**src/design/bsb_fifo.sv**
```systemverilog
// Short flip-flop queue between the front end and the back end.
`default_nettype none

module bsb_fifo #(
	parameter int WIDTH = 8,
	parameter int DEPTH = 4
) (
	input  logic             clk,
	input  logic             arst_n,
	input  logic             push,
	input  logic [WIDTH-1:0] push_data,
	output logic             full,
	input  logic             pop,
	output logic             not_empty,
	output logic [WIDTH-1:0] pop_data
);

	localparam int PW   = (DEPTH > 1) ? $clog2(DEPTH) : 1;
	localparam int CNTW = $clog2(DEPTH + 1);

	logic [WIDTH-1:0] mem_q [DEPTH];
	logic [PW-1:0]    wr_ptr_q;
	logic [PW-1:0]    rd_ptr_q;
	logic [CNTW-1:0]  count_q;

	assign full      = (count_q == CNTW'(DEPTH));
	assign not_empty = (count_q != '0);
	assign pop_data  = mem_q[rd_ptr_q];

	always_ff @(posedge clk) begin
		if (push) begin
			mem_q[wr_ptr_q] <= push_data;
		end
	end

	always_ff @(posedge clk or negedge arst_n) begin
		if (!arst_n) begin
			wr_ptr_q <= '0;
			rd_ptr_q <= '0;
			count_q  <= '0;
		end else begin
			if (push) begin
				wr_ptr_q <= (wr_ptr_q == PW'(DEPTH - 1)) ? '0 : wr_ptr_q + PW'(1);
			end
			if (pop) begin
				rd_ptr_q <= (rd_ptr_q == PW'(DEPTH - 1)) ? '0 : rd_ptr_q + PW'(1);
			end
			if (push && !pop) begin
				count_q <= count_q + CNTW'(1);
			end else if (pop && !push) begin
				count_q <= count_q - CNTW'(1);
			end
		end
	end

endmodule

`default_nettype wire

```
**config.mk**
```make
export PLATFORM = sky130hd
export DESIGN_NAME = bsb_fifo
export DESIGN_NICKNAME = d
export VERILOG_FILES = /design/src/design/bsb_fifo.sv
export SDC_FILE = /design/constraint.sdc
export NUM_CORES = 1
export LEC_CHECK = 0
export ABC_CLOCK_PERIOD_IN_PS = 1400
export BUFFER_PORTS_ARGS = -buffer_cell sky130_fd_sc_hd__buf_2
export CORE_MARGIN = 5
export CORE_UTILIZATION = 58
export CTS_BUF_LIST = sky130_fd_sc_hd__clkbuf_4 sky130_fd_sc_hd__clkbuf_8
export CTS_CLUSTER_SIZE = 25
export DETAILED_ROUTE_END_ITERATION = 10
export GPL_TIMING_DRIVEN = 0
export HOLD_SLACK_MARGIN = 0.05
export PLACE_DENSITY_LB_ADDON = 0.1
export SETUP_SLACK_MARGIN = 0.02
export SLEW_MARGIN = 20
export SYNTH_ARGS = -nofsm -noshare
export SYNTH_HDL_FRONTEND = slang
export SYNTH_SLANG_ARGS = --single-unit
```
**constraint.sdc**
```tcl
create_clock -name clk -period 1.4 [get_ports clk]
set_input_delay 0.14 -clock clk [delete_from_list [all_inputs] [get_ports clk]]
set_output_delay 0.14 -clock clk [all_outputs]
set_load 0.01 [all_outputs]
```
==> results.tsv <==
metric	value	unit
status	finished, violations left	
failing checks	negative setup slack	
Final Cycle Share	123.2	%
startpoint types	flip-flop	
setup violators final	9	
Post-Place Cell Area	1714	um2
clock buffer count from CTS	5	
mean area per synthesized cell	19.89	um2
PwrDens	1962	nW/um2
most frequent cells in the layout	edfxtp_1, buf_2, dlygate4sd3_1, mux4_2, buf_6	
CTS tree	yes	
Unique masters post-synth	18	
WL final	2709	um
worst vdd ir	0.001569	V
synthesized instance count	79	
max_cap viols	0	
Initial DRT Pass Iterations	4	
Die H	62.05	um
Routed WL per cell	17.48	um
fillers	141	
synthesis-to-finish area growth	29.46	%
largest net degree at the start of global routing	13	
count of input and output buffers	21	
number of vias per cell	5.206	
root buffer cell	clkbuf_4	
Final Hold Fails	0	
clock buffer depth	2	
global route total overflow	0	
fin cells	155	
Setup Skew	0.003844	ns
commonest non-fill, non-tap cell in the layout	edfxtp_1	
Slew headroom	72.39	%
critical path class	flip-flop to output pin	
Tightest Hold Check Type	input pin to flip-flop	
Clock Sinks	39	
gpl congestion	0.7084	
final setup TNS	-2.460	ns
Die Width	62.05	um
Core Footprint	2545	um2
crit path capture type	output pin	
fin crit period	1.725	ns
Ports	22	
vias in the first global route	817	
area of the mapped netlist	1572	um2
CTS clk-pin slew, worst paths	0.11	ns
antenna cells	0	
DRC errors left	0	
post-route cell area	2034	um2
site row count	18	
Synth Register Bits	39	
final number of max-transition violations	0	
fmax	579.7	MHz
Syn Nets	98	
Post-DRT Antenna Nets	0	
Critical Path Fanout Max	4	
share of layout cells above drive strength 1	45.60	%
DR iter-0 viols	28	
htree depth	2	
worst slew pin tran	0.4141	ns
nets	143	
Synth area leaders	edfxtp_1, mux4_2, dfrtp_1	
RSZ-0062 raised after global routing	true	
Die ar.	3850	um2
first-pass GRT wire length	4008	um
Yosys top cell area share	61.15	%
CP arrival	1.59	ns
initial antenna violation count	0	
static leakage	0.7857	nW
dpl cells	130	
via count	807	
Synth area leader	edfxtp_1	
register area share after synthesis	72.29	%
worst setup margin	-0.3251	ns
Tot GR Track Use	15.68	%
clock latency on the worst-skew pair	0.34	ns
initial core utilization	61.75	%
Syn. warnings	0	
CP required	1.26	ns
cell usage after synthesis:
| cell type | count |
|---|---|
| edfxtp_1 | 32 |
| mux4_2 | 8 |
| dfrtp_1 | 7 |
| ha_1 | 6 |
| inv_1 | 5 |
| and2_1 | 4 |
| mux2_2 | 3 |
| nor2_1 | 2 |
| o21ai_0 | 2 |
| xor2_1 | 2 |
| buf_2 | 1 |
| buf_6 | 1 |
| fa_1 | 1 |
| nand2_1 | 1 |
| nand3_1 | 1 |
| nor3b_1 | 1 |
| or3_1 | 1 |
| xnor2_1 | 1 |
critical path, cell delays in order, from the launching register on:
cell	delay, ns
dfrtp_2	0.44
clkbuf_16	0.17
mux4_2	0.49
buf_2	0.15
power by group:
| group | switching (W) | total [W] | internal (W) |
|---|---|---|---|
| registers | 0.000145 | 0.00168 | 0.00153 |
| logic | 0.000650 | 0.00159 | 0.000945 |
| clock network | 0.000353 | 0.000720 | 0.000367 |
| total | 0.00115 | 0.00399 | 0.00284 |
state kept, by name, indices dropped and copies added (netlist names):
signal	count
wr_ptr_q	2
mem_q	32
rd_ptr_q	2
count_q	3
path summary, 6_finish.rpt:
path,from,slack [ns],depth (start not counted),end
min in group asynchronous,arst_n,0.18,2,rd_ptr_q[1]
worst max-delay path,rd_ptr_q[0],-0.33,3,pop_data[4]
worst max register to register,rd_ptr_q[0],0.08,4,rd_ptr_q[1]
max in group asynchronous,arst_n,1.05,2,rd_ptr_q[0]
worst min register to register,count_q[2],0.59,2,count_q[2]
worst min-delay path,push,0.09,2,wr_ptr_q[1]
through the flow:
| stage | worst slack [ns] | hold WS (ns) | utilization, % | total power [W] |
|---|---|---|---|---|
| after floorplan | 0.1091 | -0.1556 | - | 0.002436 |
| after global placement | 0.01485 | -0.01949 | 67.36 | 0.002751 |
| after detailed placement | -0.04917 | -0.02201 | 67.36 | 0.002809 |
| after CTS | -0.3191 | 0.07473 | 75.76 | 0.003672 |
| after global routing | -0.3966 | 0.06738 | 79.94 | 0.004257 |
| final | -0.3251 | 0.08645 | 79.94 | 0.003992 |
repair_timing:
action | CTS | global route
endpoints found under the hold margin | 39 | 0
buffers inserted | 3 | 4
hold buffers | 9 | 0
endpoints found under the setup margin | 33 | 12
gates cloned | 0 | 1
pin swaps | 1 | 5
resized for setup | 7 | 10
logic make-up after synthesis:
family / after synthesis / share of synthesized area (%)
xor+xnor: 3 / 1.672
flops: 39 / 72.29
simple gates: 10 / 3.503
fa+ha+maj: 7 / 6.051
compound gates: 2 / 0.6370
mux: 11 / 13.61
buf+inv: 7 / 2.229
final cells by class:
type	instances	area (um2)	area share (%)
plain buffers	2	25.02	1.230
clock buffers	5	37.54	1.845
clock inverters	3	38.79	1.907
inverters	5	18.77	0.9225
multi-input cells	33	424.2	20.85
flip-flops and latches	39	1139	55.97
well taps	30	37.54	1.845
repair buffers	38	314.1	15.44
layer usage:
metal / global-route usage (%) / wire length, um / vias up
met5: 0 / 0 / -
met4: 6.364 / 43 / 0
met3: 5.785 / 136 / 6
met2: 24.26 / 1356 / 17
met1: 20.14 / 1172 / 395
li1: - / - / 389
(Power assumes the default switching activity.)
