<file path="src/design/bsb_pkg.sv">
// Shared types and constants of the 3x3 box smoothing and binarization block.
`default_nettype none

package bsb_pkg;

	// Configuration port
	localparam int CFG_IDX_W  = 2;
	localparam int CFG_DATA_W = 10;
	localparam logic [CFG_IDX_W-1:0] CFG_IMAGE_WIDTH  = 2'd0;
	localparam logic [CFG_IDX_W-1:0] CFG_IMAGE_HEIGHT = 2'd1;

	localparam int WREG_W = 9;
	localparam int HREG_W = 10;
	// Row counter runs to the frame height plus one while the frame drains.
	localparam int ROW_W  = 11;
	localparam logic [WREG_W-1:0] WIDTH_RESET  = 9'd202;
	localparam logic [HREG_W-1:0] HEIGHT_RESET = 10'd42;

	// Arithmetic
	localparam logic [7:0] BG_PIXEL = 8'd255;
	localparam int CSUM_W = 10;
	localparam logic [CSUM_W-1:0] BG_COLUMN = 10'd765;
	localparam int SUM_W = 12;
	localparam logic [SUM_W-1:0] BLACK_SUM = 12'd2295;

	// Line buffer entry holds the upper row pixel above the lower row pixel.
	localparam int LINE_W = 16;

	localparam int QUEUE_DEPTH = 4;

	// Classified word passed from the front end to the back end.
	typedef struct packed {
		logic [7:0] fresh;
		logic       emit;
		logic       last;
		logic       col_first;
		logic       col_second;
		logic       single_col;
		logic       upper_ok;
		logic       lower_ok;
	} bsb_word_t;

endpackage

`default_nettype wire

</file>
<file path="src/design/bsb_front.sv">
// Front end: configuration registers, frame position tracking and word classification.
`default_nettype none

module bsb_front #(
	parameter int MAX_WIDTH = 256
) (
	input  logic                           clk,
	input  logic                           arst_n,
	input  logic                           cfg_valid,
	output logic                           cfg_ready,
	input  logic [bsb_pkg::CFG_IDX_W-1:0]  cfg_index,
	input  logic [bsb_pkg::CFG_DATA_W-1:0] cfg_data,
	input  logic                           in_valid,
	output logic                           in_stall,
	input  logic                           action,
	input  logic [7:0]                     pixel_value,
	input  logic                           q_full,
	output logic                           q_push,
	output logic [$clog2(MAX_WIDTH)-1:0]   push_col,
	output bsb_pkg::bsb_word_t             push_word,
	output logic                           restart
);

	import bsb_pkg::*;

	localparam int COL_W = $clog2(MAX_WIDTH);
	localparam int EW    = $clog2(MAX_WIDTH + 1);
	localparam int CNT_W = EW + HREG_W;

	logic [WREG_W-1:0] width_q;
	logic [HREG_W-1:0] height_q;
	logic [EW-1:0]     eff_w;
	logic [HREG_W-1:0] eff_h;
	logic [CNT_W-1:0]  area;
	logic [CNT_W-1:0]  total_m1_q;
	logic [CNT_W-1:0]  out_cnt_q;
	logic [COL_W-1:0]  col_q;
	logic [ROW_W-1:0]  row_q;
	logic [ROW_W-1:0]  row_h;
	logic [COL_W:0]    col_inc;
	logic              wrap;
	logic              accept;
	logic              emit;
	logic              last;

	always_comb begin
		if (width_q == '0) begin
			eff_w = EW'(1);
		end else if (int'(width_q) > MAX_WIDTH) begin
			eff_w = EW'(MAX_WIDTH);
		end else begin
			eff_w = EW'(width_q);
		end
	end

	assign eff_h = (height_q == '0) ? HREG_W'(1) : height_q;
	assign area  = CNT_W'(eff_w) * CNT_W'(eff_h);

	assign cfg_ready = 1'b1;
	assign restart   = cfg_valid &&
		(cfg_index == CFG_IMAGE_WIDTH || cfg_index == CFG_IMAGE_HEIGHT);

	assign in_stall = q_full;
	assign accept   = in_valid && !q_full;
	assign q_push   = accept;

	assign row_h   = ROW_W'(eff_h);
	assign col_inc = {1'b0, col_q} + (COL_W + 1)'(1);
	assign wrap    = (col_inc >= (COL_W + 1)'(eff_w));
	assign emit    = (row_q >= ROW_W'(2)) || (row_q == ROW_W'(1) && col_q != '0);
	assign last    = emit && (out_cnt_q == total_m1_q);

	// Flush items and anything past the bottom row bring in background.
	always_comb begin
		push_word.fresh      = (row_q < row_h && !action) ? pixel_value : BG_PIXEL;
		push_word.emit       = emit;
		push_word.last       = last;
		push_word.col_first  = (col_q == '0);
		push_word.col_second = (col_q == COL_W'(1));
		push_word.single_col = (eff_w == EW'(1));
		push_word.upper_ok   = (row_q >= ROW_W'(2)) && (row_q <= row_h + ROW_W'(1));
		push_word.lower_ok   = (row_q != '0) && (row_q <= row_h);
	end

	assign push_col = col_q;

	always_ff @(posedge clk or negedge arst_n) begin
		if (!arst_n) begin
			width_q    <= WIDTH_RESET;
			height_q   <= HEIGHT_RESET;
			total_m1_q <= '0;
			out_cnt_q  <= '0;
			col_q      <= '0;
			row_q      <= '0;
		end else begin
			total_m1_q <= area - CNT_W'(1);
			if (cfg_valid && cfg_index == CFG_IMAGE_WIDTH) begin
				width_q <= cfg_data[WREG_W-1:0];
			end
			if (cfg_valid && cfg_index == CFG_IMAGE_HEIGHT) begin
				height_q <= cfg_data[HREG_W-1:0];
			end
			if (restart) begin
				out_cnt_q <= '0;
				col_q     <= '0;
				row_q     <= '0;
			end else if (accept) begin
				if (last) begin
					out_cnt_q <= '0;
					col_q     <= '0;
					row_q     <= '0;
				end else begin
					if (wrap) begin
						col_q <= '0;
						row_q <= row_q + ROW_W'(1);
					end else begin
						col_q <= col_inc[COL_W-1:0];
					end
					if (emit) begin
						out_cnt_q <= out_cnt_q + CNT_W'(1);
					end
				end
			end
		end
	end

endmodule

`default_nettype wire

</file>
<file path="config.mk">
export PLATFORM = sky130hd
export DESIGN_NAME = bsb_front
export DESIGN_NICKNAME = d
export VERILOG_FILES = /design/src/design/bsb_pkg.sv /design/src/design/bsb_front.sv
export SDC_FILE = /design/constraint.sdc
export NUM_CORES = 1
export LEC_CHECK = 0
export BUFFER_PORTS_ARGS = -buffer_cell sky130_fd_sc_hd__buf_4
export CELL_PAD_IN_SITES_DETAIL_PLACEMENT = 0
export CELL_PAD_IN_SITES_GLOBAL_PLACEMENT = 1
export CORE_MARGIN = 2
export CORE_UTILIZATION = 32
export DETAILED_ROUTE_END_ITERATION = 10
export PLACE_DENSITY = 0.6
export SYNTH_ARGS = -nofsm -noshare
export SYNTH_HDL_FRONTEND = slang
export SYNTH_SLANG_ARGS = --single-unit
</file>
<file path="constraint.sdc">
create_clock -name clk -period 5.5 [get_ports clk]
set_input_delay 1.1 -clock clk [delete_from_list [all_inputs] [get_ports clk]]
set_output_delay 1.1 -clock clk [all_outputs]
set_load 0.01 [all_outputs]
</file>
==> PnR_summary.wiki <==
{| class="wikitable"
! Metric !! Value
|-
| Layer with the highest usage || met2
|-
| Pin count of the biggest net entering global routing || 46
|-
| Via Count || around 6,400
|-
| Buffers on Ports || slightly above 50
|-
| Endpoint of the worst hold path || width_q[0]
|-
| Wire length per cell after detailed routing || between 15 and 20 µm
|-
| Fin. Hold Viols || 0
|-
| Syn Inst Count || 899
|-
| Share of cells above drive strength 1 || 18.9%
|-
| Effective utilization at floorplan || roughly 33%
|-
| Post-synth ARST share || 100%
|-
| Syn_area_per_cell || 8.87 µm²
|-
| Max clock buf depth || 2
|-
| Arrival time at the worst endpoint || approximately 5.5 ns
|-
| Skew final || about 0.011 ns
|-
| Area added between synthesis and finish || 19.0%
|-
| Global Route Usage Sum || roughly 17%
|-
| R2r endpoint || total_m1_q[17]
|-
| Most numerous cell in the Yosys netlist || inv_1
|-
| Finish-stage setup viols || 0
|-
| Start point of the worst min-delay path || width_q[0]
|-
| Critical R2R Launch || height_q[6]
|-
| Site row count || 57
|-
| TritonCTS clock tree || yes
|-
| I/O pin cnt || 53
|-
| Path category of the worst min-delay check || flop to flop
|-
| Vias per cell || 4.86
|-
| Leading post-synthesis cells by instance count || inv_1 (116), nand2_1 (100), ha_1 (93)
|-
| Number of nets produced by synthesis || about 1,100
|-
| CP max stage delay || roughly 0.52 ns
|-
| Worst slew pin tran || about 0.9 ns
|-
| Setup repair after global routing missed its margin || yes
|-
| Yosys top cell area share || about 22%
|-
| Die footprint || about 26,000 µm²
|-
| Series of cell instances along the critical path || nor4_2 -> nand2_1 -> o21bai_2 -> inv_2 -> nor2_2 -> ha_2 -> fa_1 -> fa_1 -> fa_1 -> inv_1 -> fa_1 -> inv_1 -> ha_4 -> buf_4 -> a221oi_4 -> nor3b_4 -> nor3_2 -> o21ai_1 -> or3b_4
|-
| Count of inserted antenna diode cells || 0
|-
| Crit path max-delay family || adder cells
|-
| Count of unique library cells instantiated by Yosys || between 50 and 60
|-
| Post-synth EDFFs || 0
|-
| GR met2 Demand/Resource || about 27%
|-
| Most common cell on crit path || fa_1
|-
| Vias in the first global route || ~6,300
|-
| Placed standard-cell area || 9010 µm²
|-
| Worst path slowest cell || fa_1
|-
| Cts hold-fix bufs || 0
|-
| Clock transition at path regs || roughly 0.07 ns
|-
| Mapped cell area || approximately 8000 µm²
|-
| Floorplan Core Area || between 20,000 and 25,000 µm²
|-
| Top cells by area in the synthesized netlist || dfrtp_1 (22%), fa_1 (15%), ha_1 (15%)
|-
| Fraction of the cycle the final worst path needs || 96.1%
|-
| Post-detailed-route DRC marker count || 0
|-
| Initial antenna violation count || 0
|-
| Die outline height || 162 µm
|-
| Depth of the worst register-to-register path || 19
|-
| Worst Path Buf+Inv || 4
|-
| Number of violations reported at the end of detailed-routing iteration 0 || 336
|-
| Detailed Route WL || 21.6 mm
|-
| Category of the critical setup timing path || flop to flop
|-
| Area used by multi-input combinational logic || around 5600 µm²
|-
| Num Clock Sinks || 76
|-
| Register bit total from synthesis || 76
|-
| R2R setup slack || approximately 0.21 ns
|-
| TritonCTS Buffers || 9
|-
| Maximum fanout along the worst path || 4
|-
| Library cell used as clock root buffer || clkbuf_16
|-
| H-Tree Depth || 3
|-
| Status || complete, no violations
|-
| Clock latency at the later pin of the worst-skew pair || between 0.3 and 0.4 ns
|-
| HPWL after DPL || 17.5 mm
|-
| Max frequency || around 190 MHz
|-
| Slew margin rel. || between 40 and 50%
|-
| Net total in the final layout || about 1,200
|-
| Register area share after synthesis || a little under a quarter
|-
| Count of warnings emitted by yosys || 0
|-
| Required arrival time at the worst endpoint || around 5.7 ns
|-
| Routability Congestion || roughly 0.8
|-
| Count of maximum capacitance violations || 0
|-
| Post-route design area || 9480 µm²
|-
| Remaining antenna violation count after routing || 0
|-
| Met3 routing resource usage after global routing || about 2.3%
|-
| Number of fillers in the final layout || 2,535
|-
| Type of origin of the critical path || flop
|-
| Total count of max-transition violations in the final report || 0
|-
| Kind of capture point of the worst setup path || flop
|-
| Die width || between 150 and 200 µm
|-
| Global-route wire length before repair || 35.0 mm
|-
| Met1 Use GR || between 20% and 30%
|-
| Detailed-router iteration count before antenna repair || 4
|-
| Worst Hold Path Cells || 1
|-
| Minimum clock period || between 5 and 6 ns
|-
| Library cell occupying the most area in the post-synthesis netlist || dfrtp_1
|-
| Area taken by flip-flops and latches || about 1900 µm²
|-
| Grt ovf || 0
|-
| Primary FF master, synth || dfrtp_1
|}
[final cells by class]
class / instances / area share, %
inverter: 121 / 4.79
clock buffer: 10 / 2.52
tap: 324 / 4.27
multi-input combinational: 671 / 59.1
clock inverter: 6 / 0.739
sequential: 76 / 20.2
timing repair buffer: 105 / 8.39
[worst max path at each step]
stage | startpoint | end | slack [ns] | cells past startpoint
floorplan | width_q[8] | total_m1_q[17] | 0.03 | 19
global placement | width_q[3] | total_m1_q[17] | 0.05 | 17
detailed placement | height_q[2] | total_m1_q[17] | -0.04 | 20
CTS | height_q[8] | total_m1_q[17] | 0.0007 | 20
global route | height_q[6] | total_m1_q[17] | -0.03 | 20
finish | height_q[6] | total_m1_q[17] | 0.21 | 19
[cell families after synthesis]
kind of cell | after synthesis | synth area share, %
compound gates | 130 | 10.8
xor+xnor | 57 | 6.26
fa+ha+maj | 153 | 29.7
buf+inv | 152 | 7.53
flops | 76 | 24.0
mux | 20 | 2.82
other cells | 1 | 0.0470
simple gates | 310 | 18.9
[metal layers]
metal | part of all wire, % | wire length [µm]
met1 | 50 | 10800
met2 | 46 | 10000
met3 | 2.6 | 560
met4 | 1.2 | 258
met5 | 0 | 0
[timing repair]
item,CTS,global route
setup buffers,0,2
cloned,0,0
gates resized for setup,4,29
pin swaps,0,19
setup endpoints to repair,2,7
[metrics by stage]
stage	setup WS [ns]	hold slack [ns]	TNS (ns)	cells	utilization (%)
global placement	0.0481	0.505	0	1295	37.0
finish	0.213	0.524	0	1313	38.9
floorplan	0.0347	0.481	0	899	-
CTS	0.000664	0.526	0	1311	38.3
global route	-0.0323	0.552	-0.0379	1313	38.9
detailed placement	-0.0416	0.511	-0.0562	1295	37.0
[cells in the final DEF, fill, tap and decap left out, types with 27 or more instances in the layout]
cell / netlist / routed
dfrtp_1: 69 / 68
xnor2_1: 39 / 39
ha_1: 93 / 88
fa_1: 60 / 59
o21ai_0: 32 / 30
buf_4: 4 / 103
nor2_1: 78 / 77
a21oi_1: 27 / 27
inv_1: 116 / 114
nand2_1: 100 / 99
[state kept, by name, summed over array words and instances (netlist names)]
register	count
out_cnt_q	19
total_m1_q	19
row_q	11
height_q	10
width_q	9
push_col	8
[worst register-to-register path: stages (launching register included)]
cell	delay, ns
dfrtp_1	0.39
nor4_2	0.30
nand2_1	0.16
o21bai_2	0.25
inv_2	0.08
nor2_2	0.11
ha_2	0.17
fa_1	0.44
fa_1	0.52
fa_1	0.50
inv_1	0.06
fa_1	0.52
inv_1	0.06
ha_4	0.21
buf_4	0.14
a221oi_4	0.29
nor3b_4	0.36
nor3_2	0.10
o21ai_1	0.12
or3b_4	0.37
Power is not shown: default switching activity piles up to over one toggle a cycle in this logic, so the estimate is an artifact.
