<file path="src/design/bsb_pkg.sv">
// Shared types and constants of the 3x3 box smoothing and binarization block.
`default_nettype none

package bsb_pkg;

	// Configuration port
	localparam int CFG_IDX_W  = 2;
	localparam int CFG_DATA_W = 10;
	localparam logic [CFG_IDX_W-1:0] CFG_IMAGE_WIDTH  = 2'd0;
	localparam logic [CFG_IDX_W-1:0] CFG_IMAGE_HEIGHT = 2'd1;

	localparam int WREG_W = 9;
	localparam int HREG_W = 10;
	// Row counter runs to the frame height plus one while the frame drains.
	localparam int ROW_W  = 11;
	localparam logic [WREG_W-1:0] WIDTH_RESET  = 9'd202;
	localparam logic [HREG_W-1:0] HEIGHT_RESET = 10'd42;

	// Arithmetic
	localparam logic [7:0] BG_PIXEL = 8'd255;
	localparam int CSUM_W = 10;
	localparam logic [CSUM_W-1:0] BG_COLUMN = 10'd765;
	localparam int SUM_W = 12;
	localparam logic [SUM_W-1:0] BLACK_SUM = 12'd2295;

	// Line buffer entry holds the upper row pixel above the lower row pixel.
	localparam int LINE_W = 16;

	localparam int QUEUE_DEPTH = 4;

	// Classified word passed from the front end to the back end.
	typedef struct packed {
		logic [7:0] fresh;
		logic       emit;
		logic       last;
		logic       col_first;
		logic       col_second;
		logic       single_col;
		logic       upper_ok;
		logic       lower_ok;
	} bsb_word_t;

endpackage

`default_nettype wire

</file>
<file path="src/design/bsb_ram.sv">
// Generic simple dual-port RAM with one write port and a registered read port.
`default_nettype none

module bsb_ram #(
	parameter int WIDTH = 8,
	parameter int DEPTH = 256
) (
	input  logic                     clk,
	input  logic                     wr_en,
	input  logic [$clog2(DEPTH)-1:0] wr_addr,
	input  logic [WIDTH-1:0]         wr_data,
	input  logic                     rd_en,
	input  logic [$clog2(DEPTH)-1:0] rd_addr,
	output logic [WIDTH-1:0]         rd_data
);

	logic [WIDTH-1:0] mem_q [DEPTH];
	logic [WIDTH-1:0] rd_data_q;

	always_ff @(posedge clk) begin
		if (wr_en) begin
			mem_q[wr_addr] <= wr_data;
		end
		if (rd_en) begin
			rd_data_q <= mem_q[rd_addr];
		end
	end

	assign rd_data = rd_data_q;

endmodule

`default_nettype wire

</file>
<file path="src/design/bsb_back.sv">
// Back end: line buffer, column-sum window, threshold and output register.
`default_nettype none

module bsb_back #(
	parameter int MAX_WIDTH = 256
) (
	input  logic                         clk,
	input  logic                         arst_n,
	input  logic                         restart,
	input  logic                         q_not_empty,
	input  logic [$clog2(MAX_WIDTH)-1:0] head_col,
	input  bsb_pkg::bsb_word_t           head_word,
	output logic                         q_pop,
	output logic                         out_valid,
	input  logic                         out_stall,
	output logic                         binary_pixel,
	output logic                         last_of_frame
);

	import bsb_pkg::*;

	localparam int COL_W = $clog2(MAX_WIDTH);

	logic              adv;
	logic              proc;
	logic              s1_valid_q;
	bsb_word_t         word_s1;
	logic [COL_W-1:0]  col_s1;
	logic              byp_q;
	logic [LINE_W-1:0] byp_data_q;
	logic [LINE_W-1:0] line_rd;
	logic [LINE_W-1:0] line_cur;
	logic [LINE_W-1:0] line_wr;
	logic [7:0]        upper;
	logic [7:0]        lower;
	logic [CSUM_W-1:0] sn;
	logic [CSUM_W-1:0] sc1_q;
	logic [CSUM_W-1:0] sc2_q;
	logic [CSUM_W-1:0] ta;
	logic [CSUM_W-1:0] tc;
	logic [SUM_W-1:0]  sum;
	logic              out_valid_q;
	logic              binary_q;
	logic              last_q;

	assign adv   = !out_valid_q || !out_stall;
	assign q_pop = adv && q_not_empty;
	assign proc  = adv && s1_valid_q;

	bsb_ram #(
		.WIDTH (LINE_W),
		.DEPTH (MAX_WIDTH)
	) u_line (
		.clk     (clk),
		.wr_en   (proc),
		.wr_addr (col_s1),
		.wr_data (line_wr),
		.rd_en   (q_pop),
		.rd_addr (head_col),
		.rd_data (line_rd)
	);

	// With a one-pixel row the next word reads the column written this cycle.
	assign line_cur = byp_q ? byp_data_q : line_rd;
	assign upper    = word_s1.upper_ok ? line_cur[15:8] : BG_PIXEL;
	assign lower    = word_s1.lower_ok ? line_cur[7:0] : BG_PIXEL;
	assign line_wr  = {line_cur[7:0], word_s1.fresh};

	assign sn = CSUM_W'(upper) + CSUM_W'(lower) + CSUM_W'(word_s1.fresh);

	// The window keeps column sums. At the first column of a row the result
	// belongs to the last pixel of the row before, whose right edge is outside.
	assign ta  = ((word_s1.col_first && word_s1.single_col) || word_s1.col_second) ?
		BG_COLUMN : sc1_q;
	assign tc  = word_s1.col_first ? BG_COLUMN : sn;
	assign sum = SUM_W'(ta) + SUM_W'(sc2_q) + SUM_W'(tc);

	always_ff @(posedge clk) begin
		if (q_pop) begin
			word_s1    <= head_word;
			col_s1     <= head_col;
			byp_data_q <= line_wr;
		end
		if (proc) begin
			binary_q <= (sum < BLACK_SUM);
			last_q   <= word_s1.last;
		end
	end

	always_ff @(posedge clk or negedge arst_n) begin
		if (!arst_n) begin
			s1_valid_q  <= 1'b0;
			byp_q       <= 1'b0;
			out_valid_q <= 1'b0;
			sc1_q       <= BG_COLUMN;
			sc2_q       <= BG_COLUMN;
		end else begin
			if (adv) begin
				s1_valid_q  <= q_not_empty;
				out_valid_q <= proc && word_s1.emit;
			end
			if (q_pop) begin
				byp_q <= proc && (head_col == col_s1);
			end
			if (restart || (proc && word_s1.last)) begin
				sc1_q <= BG_COLUMN;
				sc2_q <= BG_COLUMN;
			end else if (proc) begin
				sc1_q <= sc2_q;
				sc2_q <= sn;
			end
		end
	end

	assign out_valid     = out_valid_q;
	assign binary_pixel  = binary_q;
	assign last_of_frame = last_q;

endmodule

`default_nettype wire

</file>
<file path="config.mk">
export PLATFORM = sky130hd
export DESIGN_NAME = bsb_back
export DESIGN_NICKNAME = d
export VERILOG_FILES = /design/src/design/bsb_pkg.sv /design/src/design/bsb_ram.sv /design/src/design/bsb_back.sv
export SDC_FILE = /design/constraint.sdc
export NUM_CORES = 2
export LEC_CHECK = 0
export ABC_AREA = 1
export BUFFER_PORTS_ARGS = -buffer_cell sky130_fd_sc_hd__buf_2
export CAP_MARGIN = 20
export CORE_ASPECT_RATIO = 2
export CORE_UTILIZATION = 62
export CTS_CLUSTER_DIAMETER = 50
export DETAILED_ROUTE_END_ITERATION = 10
export PLACE_DENSITY_LB_ADDON = 0.12
export SETUP_SLACK_MARGIN = 0.1
export SLEW_MARGIN = 10
export SYNTH_ARGS = -nofsm -noshare
export SYNTH_HDL_FRONTEND = slang
export SYNTH_HIERARCHICAL = 1
export SYNTH_SLANG_ARGS = --single-unit
</file>
<file path="constraint.sdc">
create_clock -name clk -period 17.7 [get_ports clk]
set_input_delay 1.77 -clock clk [delete_from_list [all_inputs] [get_ports clk]]
set_output_delay 1.77 -clock clk [all_outputs]
set_load 0.02 [all_outputs]
</file>
==> results.md <==
- The max-slew violation total from the final report is 0.
- Counting every sink on the clock net gives 4176.
- The unique cell type count in the Yosys netlist is 39.
- After layout, the worst path uses about 37% of the clock period.
- The biggest fanout along the worst timing path is about 210.
- The data arrival time of the worst path is 7350 ps.
- The via count of the first global-routing pass is between 100k and 150k.
- The worst relative slew slack is 17.9%.
- Yosys attributes the largest share of cell area to edfxtp_1, nand3_1, nand2_1, buf_2, buf_4.
- The post-layout utilization of the core is roughly two thirds.
- The number of max-cap violations is 0.
- Using the TritonRoute via totals, the vias-per-cell ratio works out to 6.44.
- In this run the remaining antenna-violating nets after routing total 0.
- The sum of negative setup slack is 0 ps.
- The total number of nets in the final design is around 14000.
- The count of placed standard cells including taps is roughly 17000.
- The total of endpoints with negative setup slack in the final report is 0.
- The worst path setup slack after routing is about 11000 ps.
- The final instance area is 184000 um^2.
- The mapped netlist covers around 170000 um^2.
- The critical path startpoint category is a primary input.
- From synthesis to final layout, the design area changed by 8.47%.
- For the worst setup path, the data required time is about 18000 ps.
- Counting flops with a built-in enable in the synthesized netlist gives 4153.
- The floorplan step set the die height to 742 um.
- The area share of the largest cell type after synthesis is around 73%.
- The startpoint-to-endpoint class of the critical path is in2reg.
- The maximum number of pins on one net before global-route repair is approximately 220.
- The routed via count is roughly 110k.
- The initial antenna violation count is 14.
- After synthesis, the most frequently instantiated cells are nand2_1, edfxtp_1, nand3_1, buf_2, nor2_1.
- The maximum resistive drop on vdd is roughly 0.00011 V.
- The first detailed-routing pass took 7 iterations.
- Routability-driven placement finished with a final weighted congestion of roughly 0.9.
- After filler insertion, the fill cell instance count of the layout stands at between 15000 and 20000.
- The number of remaining DRC errors is 0.
- The commonest register cell after synthesis is edfxtp_1.
- The start point of the worst min-delay path is word_s1[6].
- The number of gates resized after CTS was 0.
- In the final layout, flip-flops and latches occupy about 130000 um^2.
- In this run the mean area of a mapped cell was 12.1 um^2.
- The total I/O pin count is 32.
- The kind of cell adding the most delay to the critical path is buffers and inverters.
- Among all cell types in the netlist, the one instantiated most often is nand2_1.
- The reg-to-reg startpoint is byp_q.
- For the pin with the worst max-slew slack, the measured transition is 1230 ps.
- After layout, the minimum clock period comes to roughly 6600 ps.
- The share of synthesized registers carrying an async set or reset is less than 1%.
- The critical path runs through a total of 16 cells.
- The depth of the worst hold-timing path is 2.
- For this design, the slowest cell found on the critical path is buf_4.
- The full die area is 276000 um^2.
- The area of combinational cells with multiple inputs is just under 40000 um^2.
- The signal on the critical path passes through buf_12 -> inv_16 -> buf_4 -> buf_12 -> buf_4 -> buf_4 -> nand2_1 -> nand3_1 -> nand3_1 -> nand3_1 -> nand3_1 -> nand3_1 -> nand3_1 -> nand2_1 -> nand2_1 -> nand2_1.
- The run finished with clean final reports.
- The static leakage power is approximately 65 nW.
- The global-route congestion overflow total is 0.
- For the worst flop-to-flop path, the logic depth is 24.
- The worst setup path is captured at a register.
- After synthesis the netlist holds a flip-flop and latch count of about 4200.
- The final standard cell count with taps included and fillers excluded is approximately 18000.
- Counting every instance in the synthesized netlist gives between 10000 and 15000.
- The clock tree root buffer cell is clkbuf_16.
- In the global route stage, overall resource usage came out at 35.9%.
- TritonCTS built the clock tree.
- Dividing total power by cell area gives a power density of ~110 nW/um^2.
- The maximum buffer depth of the clock tree is 4.
- In the final layout, the share of cells above drive strength 1 is approximately 7.4%.
- The clock tree synthesis step divided the H-tree into 5 levels.
- Clock tree synthesis inserted a total of around 350 buffers.
- The first global-routing pass estimated 722000 um of wire.
- When the netlist entered floorplanning its net count stood at roughly 14000.
- The initial standard-cell utilization of the core is slightly above 60%.
- The half-perimeter wire length after detailed placement is between 200000 and 300000 um.
- The number of setup buffers added after CTS is 0.
- Setup repair after global routing left no endpoint under its margin.
- The largest single stage delay on the critical path is 870 ps.
- The total buffers and inverters traversed by the critical path is 6.
- Once placement finished, the instance area stood at 173000 um^2.
- The source-to-sink clock delay at the later pin of the worst-skew pair is 920 ps.
- The number of cell rows is approximately 270.
- The timing startpoint of the critical path is head_col[0].
- The clock skew is 39.6 ps.
- In this run the horizontal extent of the chip is 372 um.
- The dominant cell type by area after synthesis is edfxtp_1.
- Buffers placed on the I/O ports in this run total 31.
- The tightest min-delay check is of the reg2reg type.
- Before CTS, the worst setup slack after placement is 10350 ps.
- The routed length per instance is 28.1 um.
- The final count of hold timing violations came to 0.
- The number of violations reported at the end of detailed-routing iteration 0 is approximately 15000.
- The Yosys step of the flow raised 6 warnings.
- By instance count, the cell type seen most on the critical path is nand3_1.
- Clock-pin slew was measured on the worst setup and hold paths at 60 ps.
- Derived from the worst setup path, the maximum achievable clock frequency is 152 MHz.
- The part of the Yosys area used for sequential elements is between 70% and 80%.
- The number of buffers inserted by hold repair at cts is 0.
- The floorplan step defined a core boundary enclosing 272000 um^2.
- The routed design has around 500000 um of wire.
## stage by stage
stage | total power [mW] | hold slack (ps)
final | 20.5 | 491
after CTS | 20.5 | 495
after global placement | 12.8 | 442
after floorplan | 12.3 | 422
after detailed placement | 12.8 | 479
after global routing | 20.9 | 531
## state kept, by name, indices dropped and copies added, names as in the netlist
signal,cells
byp_q,1
col_s1,8
u_line/mem_q,4096
s1_valid_q,1
sc2_q,10
u_line/rd_data,16
last_of_frame,1
out_valid,1
binary_pixel,1
line_wr,8
byp_data_q,16
word_s1,7
sc1_q,10
## tightest hold or removal path, delay by kind of cell (launching register included)
| family | cells | cell delay [ps] |
|---|---|---|
| DFF | 1 | 330 |
| and+or+nand+nor | 2 | 120 |
## layout by cell type, fill, tap and decap left out, types with 6 or more instances in the layout
| cell | instances |
|---|---|
| a21oi_1 | 15 |
| buf_12 | 29 |
| buf_2 | 25 |
| buf_4 | 357 |
| buf_8 | 9 |
| bufinv_16 | 43 |
| clkbuf_1 | 58 |
| clkbuf_16 | 355 |
| clkinv_1 | 67 |
| clkinv_2 | 67 |
| clkinv_4 | 6 |
| clkinvlp_4 | 14 |
| dfrtp_1 | 7 |
| dfstp_2 | 16 |
| diode_2 | 7 |
| edfxtp_1 | 4153 |
| fa_1 | 20 |
| ha_1 | 16 |
| inv_1 | 113 |
| inv_2 | 14 |
| inv_6 | 12 |
| nand2_1 | 4299 |
| nand2_2 | 13 |
| nand2_4 | 9 |
| nand3_1 | 4057 |
| nor2_1 | 276 |
| nor2_2 | 43 |
| o22ai_1 | 6 |
| o22ai_2 | 11 |
## worst paths after layout
kind	endpoint	slack, ps
min reg2reg	out_valid	490
max in group asynchronous	sc2_q[1]	16370
max	u_line/rd_data[2]	11120
max reg2reg	binary_pixel	11610
min in group asynchronous	byp_q	880
min	out_valid	490
## kinds of logic (layout without fill, tap and decap cells)
family | count (synthesis) | after routing | share of synthesized area, %
other | 0 | 7 | 0
AOI/OAI and AO/OA | 43 | 43 | 0.188
buffers and inverters | 1080 | 1184 | 3.38
adders and majority gates | 36 | 36 | 0.354
xor gates and xnor gates | 7 | 7 | 0.0361
DFF | 4176 | 4176 | 73.8
and+or+nand+nor | 8712 | 8712 | 22.3
## layer usage
| layer | global-route usage [%] | routed length [um] | vias to the layer above |
|---|---|---|---|
| met5 | 0 | 103 | - |
| met4 | 27.8 | 45400 | 14 |
| met3 | 5.53 | 46800 | 1554 |
| met2 | 58.0 | 240000 | 6962 |
| met1 | 43.1 | 165000 | 56000 |
| li1 | - | - | 49500 |
## report_power, final
part / total, mW / leakage, nW / switching [mW] / internal, mW
combinational: 1.58 / 21.4 / 1.24 / 0.340
clock: 7.84 / 5.54 / 3.52 / 4.32
sequential: 11.0 / 37.7 / 0.0180 / 11.0
total: 20.5 / 64.6 / 4.78 / 15.7
## cell type report
class	count	share of cell area, %
inverters	136	0.307
flip-flops and latches	4176	68.0
clock inverters	213	1.21
repair buffers	422	1.94
well taps	3549	2.41
multi-input cells	8798	21.2
clock buffers	413	4.94
diodes	7	0.00951
No activity file was read; power rests on OpenSTA's default activity.
